===== config.mk =====
export PLATFORM = sky130hd
export DESIGN_NAME = waypoint_ramp_interpolator
export DESIGN_NICKNAME = d
export VERILOG_FILES = /design/src/hw/rtl/wri_pkg.sv /design/src/hw/rtl/wri_ram.sv /design/src/hw/rtl/waypoint_ramp_interpolator.sv
export SDC_FILE = /design/constraint.sdc
export NUM_CORES = 1
export LEC_CHECK = 0
export BUFFER_PORTS_ARGS = -buffer_cell sky130_fd_sc_hd__buf_4
export CORE_AREA = 5 5 274 343
export CTS_BUF_LIST = sky130_fd_sc_hd__clkbuf_8 sky130_fd_sc_hd__clkbuf_16
export CTS_CLUSTER_SIZE = 40
export DETAILED_ROUTE_END_ITERATION = 8
export DIE_AREA = 0 0 279 348
export PLACE_DENSITY = 0.65
export SLEW_MARGIN = 10
export SYNTH_ARGS = -nofsm -noshare
export SYNTH_HDL_FRONTEND = slang
export SYNTH_SLANG_ARGS = --single-unit

===== constraint.sdc =====
create_clock -name clk_i -period 16.75 [get_ports clk_i]
set_clock_uncertainty 0.1 [all_clocks]
set_input_delay 0.8375 -clock clk_i [delete_from_list [all_inputs] [get_ports clk_i]]
set_output_delay 0.8375 -clock clk_i [all_outputs]
set_load 0.1 [all_outputs]

===== src/hw/rtl/wri_pkg.sv =====
// shared types, constants and helper functions of the waypoint ramp interpolator
package wri_pkg;

  localparam int MAX_POINTS = 8;
  localparam int IDX_W      = (MAX_POINTS > 1) ? $clog2(MAX_POINTS) : 1;
  localparam int NUM_W      = $clog2(MAX_POINTS + 1);

  localparam int SLOT_W    = 3;
  localparam int MINUTE_W  = 11;
  localparam int IN_PCT_W  = 8;
  localparam int PCT_W     = 7;
  localparam int KELVIN_W  = 14;
  localparam int SECOND_W  = 17;
  localparam int LEVEL_W   = 8;
  localparam int COUNT_W   = 4;

  localparam int CFG_IDX_W  = 2;
  localparam int CFG_DATA_W = 4;

  localparam logic [CFG_IDX_W-1:0] CFG_SCHEDULE_ON = 2'd0;
  localparam logic [CFG_IDX_W-1:0] CFG_POINT_COUNT = 2'd1;

  localparam logic OP_WRITE = 1'b0;
  localparam logic OP_EVAL  = 1'b1;

  localparam logic [MINUTE_W-1:0] MINUTE_MAX  = 11'd1439;
  localparam logic [IN_PCT_W-1:0] PERCENT_MAX = 8'd100;
  localparam logic [KELVIN_W-1:0] KELVIN_MIN  = 14'd2500;
  localparam logic [KELVIN_W-1:0] KELVIN_MAX  = 14'd10000;

  // ceil(2^22 / 100), exact for dividends up to 100 * 255
  localparam logic [15:0] RECIP_100 = 16'd41944;

  typedef struct packed {
    logic                op;
    logic [SLOT_W-1:0]   slot;
    logic [MINUTE_W-1:0] new_minute;
    logic [IN_PCT_W-1:0] new_percent;
    logic [KELVIN_W-1:0] new_kelvin;
    logic [SECOND_W-1:0] second_of_day;
  } in_word_t;

  typedef struct packed {
    logic                active;
    logic [LEVEL_W-1:0]  level_byte;
    logic [KELVIN_W-1:0] kelvin_out;
  } out_word_t;

  typedef struct packed {
    logic [MINUTE_W-1:0] minute;
    logic [PCT_W-1:0]    percent;
    logic [KELVIN_W-1:0] kelvin;
  } point_t;

  localparam int POINT_W = $bits(point_t);

  // percent to byte: 100 -> 255, else percent * 255 / 100 truncated
  function automatic logic [LEVEL_W-1:0] pct_to_byte(input logic [PCT_W-1:0] pct);
    logic [14:0] scaled;
    logic [30:0] prod;
    scaled = {pct, 8'b0} - 15'(pct);
    prod   = 31'(scaled) * 31'(RECIP_100);
    if (8'(pct) >= PERCENT_MAX) begin
      return 8'hff;
    end
    return prod[29:22];
  endfunction

  // minute of day to second of day, times 60 as two shifts
  function automatic logic [SECOND_W-1:0] min_to_sec(input logic [MINUTE_W-1:0] minute);
    return 17'({minute, 6'b0}) - 17'({minute, 2'b0});
  endfunction

endpackage


===== src/hw/rtl/wri_ram.sv =====
// generic single write port ram with registered read
module wri_ram #(
  parameter int WIDTH = 32,
  parameter int DEPTH = 8
) (
  input  logic                     clk_i,
  input  logic                     we_i,
  input  logic [$clog2(DEPTH)-1:0] waddr_i,
  input  logic [WIDTH-1:0]         wdata_i,
  input  logic [$clog2(DEPTH)-1:0] raddr_i,
  output logic [WIDTH-1:0]         rdata_o
);

  logic [WIDTH-1:0] mem_q [DEPTH];
  logic [WIDTH-1:0] rdata_q;

  always_ff @(posedge clk_i) begin
    if (we_i) begin
      mem_q[waddr_i] <= wdata_i;
    end
    rdata_q <= mem_q[raddr_i];
  end

  assign rdata_o = rdata_q;

endmodule


===== src/hw/rtl/waypoint_ramp_interpolator.sv =====
// top level of the waypoint ramp interpolator: table, segment search, serial multiply and divide
//
// A write word stores one clamped waypoint. An evaluate word gives one result word: from S_IDLE
// to S_PUT when the schedule is off or empty, through S_FIRST when the time lies before the first
// waypoint, through S_FIRST and S_LAST at or after the last, and through S_FIRST, S_LAST, S_SCAN,
// S_MUL, S_DIV and S_FIX inside segment k (1 to point_count - 1); an unsorted table in which no
// segment holds the time gives an inactive word once the search reaches the last entry. The table
// is read one entry per cycle through a single ram port during the segment search; the scaling of
// the segment deltas uses a bit-serial multiply (one bit of the offset each cycle) and a bit-serial
// restoring divide by the segment length. The input stalls while an evaluation is at work; a
// finished result waits in the output register while the next word is accepted, and a new result
// waits for a stalled output register to drain before the input frees up.
module waypoint_ramp_interpolator (
  input  logic                         clk_i,
  input  logic                         rst_ni,
  input  logic                         in_valid_i,
  output logic                         in_stall_o,
  input  wri_pkg::in_word_t            in_word_i,
  output logic                         out_valid_o,
  input  logic                         out_stall_i,
  output wri_pkg::out_word_t           out_word_o,
  input  logic                         cfg_valid_i,
  output logic                         cfg_ready_o,
  input  logic [wri_pkg::CFG_IDX_W-1:0]  cfg_index_i,
  input  logic [wri_pkg::CFG_DATA_W-1:0] cfg_data_i
);

  import wri_pkg::*;

  localparam int POS_W = SECOND_W;
  localparam int QUO_W = 13;
  localparam int ACC_W = SECOND_W + QUO_W;
  localparam int STEP_W = $clog2(POS_W);

  typedef enum logic [7:0] {
    S_IDLE  = 8'b0000_0001,
    S_FIRST = 8'b0000_0010,
    S_LAST  = 8'b0000_0100,
    S_SCAN  = 8'b0000_1000,
    S_MUL   = 8'b0001_0000,
    S_DIV   = 8'b0010_0000,
    S_FIX   = 8'b0100_0000,
    S_PUT   = 8'b1000_0000
  } state_e;

  function automatic logic [ACC_W-1:0] div_step(input logic [ACC_W-1:0] acc,
                                                input logic [SECOND_W-1:0] span);
    logic [SECOND_W:0] trial;
    logic [SECOND_W:0] rem;
    logic              ge;
    trial = acc[ACC_W-1:QUO_W-1];
    ge    = trial >= {1'b0, span};
    rem   = ge ? trial - {1'b0, span} : trial;
    return {rem[SECOND_W-1:0], acc[QUO_W-2:0], ge};
  endfunction

  state_e state_q, state_d;

  logic                 on_q;
  logic [COUNT_W-1:0]   count_q;
  logic [NUM_W-1:0]     num;
  logic [IDX_W-1:0]     last_idx;
  logic [IDX_W-1:0]     idx_q, idx_d;
  logic [IDX_W-1:0]     rd_addr;
  point_t               rd_point;
  logic [POINT_W-1:0]   ram_rdata;
  point_t               wr_point;
  logic                 wr_en;
  logic                 in_acc;

  point_t               prev_q, prev_d;
  logic [SECOND_W-1:0]  sod_q, sod_d;
  logic [SECOND_W-1:0]  span_q, span_d;
  logic [POS_W-1:0]     pos_q, pos_d;
  logic                 neg_l_q, neg_l_d, neg_k_q, neg_k_d;
  logic [LEVEL_W-1:0]   mag_l_q, mag_l_d, base_l_q, base_l_d;
  logic [KELVIN_W-1:0]  mag_k_q, mag_k_d, base_k_q, base_k_d;
  logic [ACC_W-1:0]     acc_l_q, acc_l_d, acc_k_q, acc_k_d;
  logic [STEP_W-1:0]    step_q, step_d;
  out_word_t            res_q, res_d;
  logic                 out_valid_q, out_valid_d;
  out_word_t            out_q;
  logic                 out_load;

  logic [SECOND_W-1:0]  seg_a, seg_b;
  logic [LEVEL_W-1:0]   byte_a, byte_b;
  logic [LEVEL_W:0]     diff_l;
  logic [KELVIN_W:0]    diff_k;

  assign num = (32'(count_q) > MAX_POINTS) ? NUM_W'(MAX_POINTS) : NUM_W'(count_q);
  assign last_idx = IDX_W'(num - NUM_W'(1));

  assign in_stall_o  = state_q != S_IDLE;
  assign in_acc      = in_valid_i && !in_stall_o;
  assign cfg_ready_o = 1'b1;

  // clamped waypoint
  always_comb begin
    wr_point.minute = (in_word_i.new_minute > MINUTE_MAX) ? MINUTE_MAX : in_word_i.new_minute;
    wr_point.percent = (in_word_i.new_percent > PERCENT_MAX) ? PCT_W'(PERCENT_MAX)
                                                             : PCT_W'(in_word_i.new_percent);
    if (in_word_i.new_kelvin < KELVIN_MIN) begin
      wr_point.kelvin = KELVIN_MIN;
    end else if (in_word_i.new_kelvin > KELVIN_MAX) begin
      wr_point.kelvin = KELVIN_MAX;
    end else begin
      wr_point.kelvin = in_word_i.new_kelvin;
    end
  end

  assign wr_en = in_acc && (in_word_i.op == OP_WRITE) && (32'(in_word_i.slot) < MAX_POINTS);

  wri_ram #(
    .WIDTH(POINT_W),
    .DEPTH(MAX_POINTS)
  ) u_table (
    .clk_i  (clk_i),
    .we_i   (wr_en),
    .waddr_i(IDX_W'(in_word_i.slot)),
    .wdata_i(wr_point),
    .raddr_i(rd_addr),
    .rdata_o(ram_rdata)
  );

  assign rd_point = point_t'(ram_rdata);

  // segment terms
  always_comb begin
    seg_a  = min_to_sec(prev_q.minute);
    seg_b  = min_to_sec(rd_point.minute);
    byte_a = pct_to_byte(prev_q.percent);
    byte_b = pct_to_byte(rd_point.percent);
    diff_l = {1'b0, byte_b} - {1'b0, byte_a};
    diff_k = {1'b0, rd_point.kelvin} - {1'b0, prev_q.kelvin};
  end

  always_comb begin
    state_d  = state_q;
    idx_d    = idx_q;
    prev_d   = prev_q;
    sod_d    = sod_q;
    span_d   = span_q;
    pos_d    = pos_q;
    neg_l_d  = neg_l_q;
    neg_k_d  = neg_k_q;
    mag_l_d  = mag_l_q;
    mag_k_d  = mag_k_q;
    base_l_d = base_l_q;
    base_k_d = base_k_q;
    acc_l_d  = acc_l_q;
    acc_k_d  = acc_k_q;
    step_d   = step_q;
    res_d    = res_q;
    rd_addr  = '0;
    out_load = 1'b0;

    unique case (state_q)
      S_IDLE: begin
        if (in_acc && in_word_i.op == OP_EVAL) begin
          sod_d = in_word_i.second_of_day;
          if (!on_q || num == '0) begin
            res_d   = '0;
            state_d = S_PUT;
          end else begin
            state_d = S_FIRST;
          end
        end
      end
      S_FIRST: begin
        rd_addr = last_idx;
        prev_d  = rd_point;
        if (sod_q < min_to_sec(rd_point.minute)) begin
          res_d   = '0;
          state_d = S_PUT;
        end else begin
          state_d = S_LAST;
        end
      end
      S_LAST: begin
        rd_addr = IDX_W'(1);
        if (sod_q >= min_to_sec(rd_point.minute)) begin
          res_d.active     = 1'b1;
          res_d.level_byte = pct_to_byte(rd_point.percent);
          res_d.kelvin_out = rd_point.kelvin;
          state_d          = S_PUT;
        end else begin
          idx_d   = IDX_W'(1);
          state_d = S_SCAN;
        end
      end
      S_SCAN: begin
        rd_addr = idx_q + IDX_W'(1);
        if (sod_q >= seg_a && sod_q < seg_b) begin
          span_d   = seg_b - seg_a;
          pos_d    = sod_q - seg_a;
          neg_l_d  = diff_l[LEVEL_W];
          mag_l_d  = diff_l[LEVEL_W] ? LEVEL_W'(-diff_l) : diff_l[LEVEL_W-1:0];
          neg_k_d  = diff_k[KELVIN_W];
          mag_k_d  = diff_k[KELVIN_W] ? KELVIN_W'(-diff_k) : diff_k[KELVIN_W-1:0];
          base_l_d = byte_a;
          base_k_d = prev_q.kelvin;
          acc_l_d  = '0;
          acc_k_d  = '0;
          step_d   = '0;
          state_d  = S_MUL;
        end else if (idx_q == last_idx) begin
          res_d   = '0;
          state_d = S_PUT;
        end else begin
          prev_d = rd_point;
          idx_d  = idx_q + IDX_W'(1);
        end
      end
      S_MUL: begin
        acc_l_d = {acc_l_q[ACC_W-2:0], 1'b0} + (pos_q[POS_W-1] ? ACC_W'(mag_l_q) : '0);
        acc_k_d = {acc_k_q[ACC_W-2:0], 1'b0} + (pos_q[POS_W-1] ? ACC_W'(mag_k_q) : '0);
        pos_d   = {pos_q[POS_W-2:0], 1'b0};
        step_d  = step_q + STEP_W'(1);
        if (step_q == STEP_W'(POS_W - 1)) begin
          step_d  = '0;
          state_d = S_DIV;
        end
      end
      S_DIV: begin
        acc_l_d = div_step(acc_l_q, span_q);
        acc_k_d = div_step(acc_k_q, span_q);
        step_d  = step_q + STEP_W'(1);
        if (step_q == STEP_W'(QUO_W - 1)) begin
          state_d = S_FIX;
        end
      end
      S_FIX: begin
        res_d.active     = 1'b1;
        res_d.level_byte = neg_l_q ? base_l_q - LEVEL_W'(acc_l_q[QUO_W-1:0])
                                   : base_l_q + LEVEL_W'(acc_l_q[QUO_W-1:0]);
        res_d.kelvin_out = neg_k_q ? base_k_q - KELVIN_W'(acc_k_q[QUO_W-1:0])
                                   : base_k_q + KELVIN_W'(acc_k_q[QUO_W-1:0]);
        state_d          = S_PUT;
      end
      S_PUT: begin
        if (!out_valid_q || !out_stall_i) begin
          out_load = 1'b1;
          state_d  = S_IDLE;
        end
      end
      default: begin
        state_d = S_IDLE;
      end
    endcase
  end

  always_comb begin
    out_valid_d = out_valid_q;
    if (out_load) begin
      out_valid_d = 1'b1;
    end else if (out_valid_q && !out_stall_i) begin
      out_valid_d = 1'b0;
    end
  end

  always_ff @(posedge clk_i or negedge rst_ni) begin
    if (!rst_ni) begin
      state_q     <= S_IDLE;
      out_valid_q <= 1'b0;
      on_q        <= 1'b0;
      count_q     <= '0;
      idx_q       <= '0;
      step_q      <= '0;
    end else begin
      state_q     <= state_d;
      out_valid_q <= out_valid_d;
      idx_q       <= idx_d;
      step_q      <= step_d;
      if (cfg_valid_i && cfg_ready_o) begin
        unique case (cfg_index_i)
          CFG_SCHEDULE_ON: on_q    <= cfg_data_i[0];
          CFG_POINT_COUNT: count_q <= COUNT_W'(cfg_data_i);
          default: ;
        endcase
      end
    end
  end

  always_ff @(posedge clk_i) begin
    prev_q   <= prev_d;
    sod_q    <= sod_d;
    span_q   <= span_d;
    pos_q    <= pos_d;
    neg_l_q  <= neg_l_d;
    neg_k_q  <= neg_k_d;
    mag_l_q  <= mag_l_d;
    mag_k_q  <= mag_k_d;
    base_l_q <= base_l_d;
    base_k_q <= base_k_d;
    acc_l_q  <= acc_l_d;
    acc_k_q  <= acc_k_d;
    res_q    <= res_d;
    if (out_load) begin
      out_q <= res_q;
    end
  end

  assign out_valid_o = out_valid_q;
  assign out_word_o  = out_q;

  // search never runs past the last valid entry
  a_scan_bound: assert property (@(posedge clk_i) disable iff (!rst_ni)
    state_q == S_SCAN |-> idx_q <= last_idx)
    else $error("segment search beyond last waypoint");

  // an inactive word carries zero fields
  a_inactive_zero: assert property (@(posedge clk_i) disable iff (!rst_ni)
    out_valid_o && !out_word_o.active |-> out_word_o.level_byte == '0 &&
                                          out_word_o.kelvin_out == '0)
    else $error("inactive word with nonzero fields");

  // an accepted evaluation holds off the next word
  a_eval_busy: assert property (@(posedge clk_i) disable iff (!rst_ni)
    in_acc && in_word_i.op == OP_EVAL |=> in_stall_o)
    else $error("input not stalled during evaluation");

  // a write word leaves the sequencer idle
  a_write_idle: assert property (@(posedge clk_i) disable iff (!rst_ni)
    in_acc && in_word_i.op == OP_WRITE |=> state_q == S_IDLE)
    else $error("write word started an evaluation");

endmodule


==> metrics <==
Detail Route Antenna Nets=0; min-delay src=in_word_i[11]; gr ovfl total=0; status=complete, no violations; Flop pwr share=between 20% and 30%; Int Pwr=3.60 mW; slowest CP cell=fa_1; Tightest Pin Transition=~1.1 ns; Die Height=348 um; Register Area=about 16000 um^2; gate count of the mapped netlist=between 3k and 4k; Initial Utilization=between 30% and 40%; fraction of layout cells with a size suffix above 1=7.56%; FFs w/ async S/R, synth=between 4 and 5%; maximum vdd drop=approximately 0.16 mV; RR Endpoint=mag_l_q[6]$_DFFE_PP_; vias in the first global route=24.4k; die width=roughly 280 um; Data required, critical path=roughly 17 ns; Avg WL per Cell=about 17 um; worst slack at placement=around 7.9 ns; Sink Count=543; most used cell, CP=fa_1; Mean Syn Cell Area=10.5 um^2; HP Class=input pin to register; final worst setup slack=between 7 and 8 ns; DRC errors left=0; Lkg Pwr=between 15 and 20 nW; cell area after synthesis=around 36000 um^2; crit path launch type=register; num ports=91; GPL Wtd Cong=0.905; Slew Viols, Final=0; GRT Overall Usage=between 10% and 20%; synth unique cells=89; via count=24.8k; post-synthesis sequential area ratio=44.2%; clock transition at the registers of the reported paths=about 0.060 ns; vias per cell=5.21; switching share of total power=roughly two fifths; root cell of the clock tree=clkbuf_16; post-CTS setup buffers=0; worst skew pair latency=about 0.63 ns; post-DP HPWL=between 50 and 60 mm; final wirelength=82.1 mm; WHS Path Cells=1; CTS Buf Count=57; share of the synthesized area in the top cell type=just over 40%; Reg2Reg Depth=32; RR Startpoint=u_table.rdata_o[14]$_DFF_P_; kind of critical path=register to register; PortBufs=about 90; Core Region=slightly above 90000 um^2; Post-synth EDFFs=a little under 500; DR iter-0 viols=1746; Mapped Nets=approximately 4k; die area=97100 um^2; Comb power frac=between 50% and 60%; largest net degree at the start of global routing=slightly below 90; max-cap check violation count=0; Setup violations, final=0; crit-path max FO=10; TritonRoute pass-1 iters=5; Clock Path Buffers=3; Max Clock Freq=about 110 MHz; fill cell count=around 8.5k; post-route setup TNS=0 ns; Synth area leaders=edfxtp_1 41%, ha_1 13%, fa_1 7.8%; Synth Register Bits=543; Clock Power Share=21.4%; Net Switching=about 2.3 mW; reg2reg setup slack=around 8 ns; period utilisation layout=a little over half; Yosys warnings=0; unrepaired setup endpoints after global routing=no; Max-Slew Margin vs Limit=between 20% and 30%; initial antenna violation count=1; H-tree lvl count=2; PD cells=about 150 nW/um^2; most frequent cells after synthesis=489 x edfxtp_1, 452 x nand2_1, 376 x inv_1; top-count cell post-synth=edfxtp_1; final net count=4075; Setup crit end=mag_l_q[6]$_DFFE_PP_; Final Hold Fails=0; Top FF cell, synth=edfxtp_1; first-pass GRT wire length=around 130 mm; Worst Setup SP=u_table.rdata_o[14]$_DFF_P_; TritonCTS clock tree=built; fin crit period=8.94 ns; CP peak stage delay=~0.55 ns; FP Rows=around 120; synthesis-to-layout area growth=11.2%; crit end category=register; footprint of the multi-input gates=roughly 18000 um^2; number of antenna diodes=0; Yosys top cell by area=edfxtp_1; Data arrival, critical path=9.19 ns
-- layout by cell type, fill, tap and decap left out, types with 20 or more instances in the layout --
cell	count
a31oi_1	23
nand3_1	212
and2_1	39
inv_1	384
xor2_1	78
nor3_1	57
nand2_1	452
dfxtp_1	32
nand4_1	28
dfrtp_1	21
nor2b_1	37
xnor2_1	133
and3_1	20
o21ai_0	173
nor2_1	145
fa_1	140
nand2b_1	41
edfxtp_1	489
a21o_1	58
ha_1	361
clkbuf_16	61
a21oi_1	119
buf_4	114
-- power groups by stage --
stage               Sequential, mW  Clock [mW]  Combinational [mW]
floorplan                     1.70           0                2.28
global placement              1.69           0                2.94
detailed placement            1.69           0                3.02
CTS                           1.66        1.30                3.04
global route                  1.66        1.36                3.51
finish                        1.66        1.27                3.01
-- final cells by class --
class	count	share of cell area, %
Inverter	379	3.56
Sequential cell	543	39.8
Timing Repair Buffer	115	2.17
Tap cell	1197	3.75
Clock buffer	75	4.31
Multi-Input combinational cell	2413	45.9
Clock inverter	33	0.548
-- how the worst min path moves through the flow --
| stage | slack [ns] | end |
|---|---|---|
| 6_report | 0.28 | sod_q[11]$_DFFE_PP_ |
| 5_1_grt | 0.24 | sod_q[11]$_DFFE_PP_ |
| 4_1_cts | 0.24 | sod_q[11]$_DFFE_PP_ |
| 3_5_place_dp | 0.30 | out_word_o[11]$_DFFE_PP_ |
| 3_3_place_gp | 0.30 | out_word_o[10]$_DFFE_PP_ |
| 2_1_floorplan | 0.30 | out_word_o[0]$_DFFE_PP_ |
-- routing by layer --
metal | part of all wire, % | global-route usage [%] | vias to the layer above
li1 | - | - | 12100
met1 | 44 | 22.4 | 12000
met2 | 48 | 28.3 | 556
met3 | 4.6 | 1.91 | 123
met4 | 2.5 | 4.29 | 0
met5 | 0 | 0 | -
-- critical path, delay by kind of cell, from the launching register on --
kind / cells / cell delay (ns)
fa+ha+maj: 8 / 3.04
xor+xnor: 1 / 0.16
compound gates: 11 / 2.57
flops: 1 / 0.45
buf+inv: 4 / 0.50
simple gates: 8 / 1.84
-- flip-flops by register name, summed over array words and instances, names as in the netlist, 14 cells and up --
name             flops
acc_k_q             30
base_k_q            14
pos_q               17
prev_q              32
span_q              15
u_table.rdata_o     32
u_table.mem_q      256
out_word_o          23
acc_l_q             30
mag_k_q             14
res_q               23
sod_q               17
-- per-stage QoR --
stage | cell area (um^2) | util, % | power, mW | cells | hold slack [ns]
floorplan | 35900 | - | 3.99 | 3422 | 0.300
global placement | 38000 | 41.9 | 4.63 | 4646 | 0.300
detailed placement | 38000 | 41.9 | 4.71 | 4646 | 0.305
CTS | 39900 | 44.1 | 6.00 | 4755 | 0.238
global route | 39900 | 44.1 | 6.53 | 4755 | 0.243
finish | 39900 | 44.1 | 5.94 | 4755 | 0.283
-- cell families after synthesis --
family	count (synthesis)	synth area share, %
adder cells (fa/ha/maj)	501	20.4
AO/OA/AOI/OAI	555	9.78
XOR/XNOR	211	5.15
buffers and inverters	466	5.05
other	1	0.0104
flip-flops	543	44.2
multiplexers	22	0.655
AND/OR/NAND/NOR	1123	14.7
-- timing repair --
action,CTS,global route
endpoints found under the hold margin,3,0
hold buffers,1,0
gates resized for setup,0,0
No activity file was read; power rests on OpenSTA's default activity.
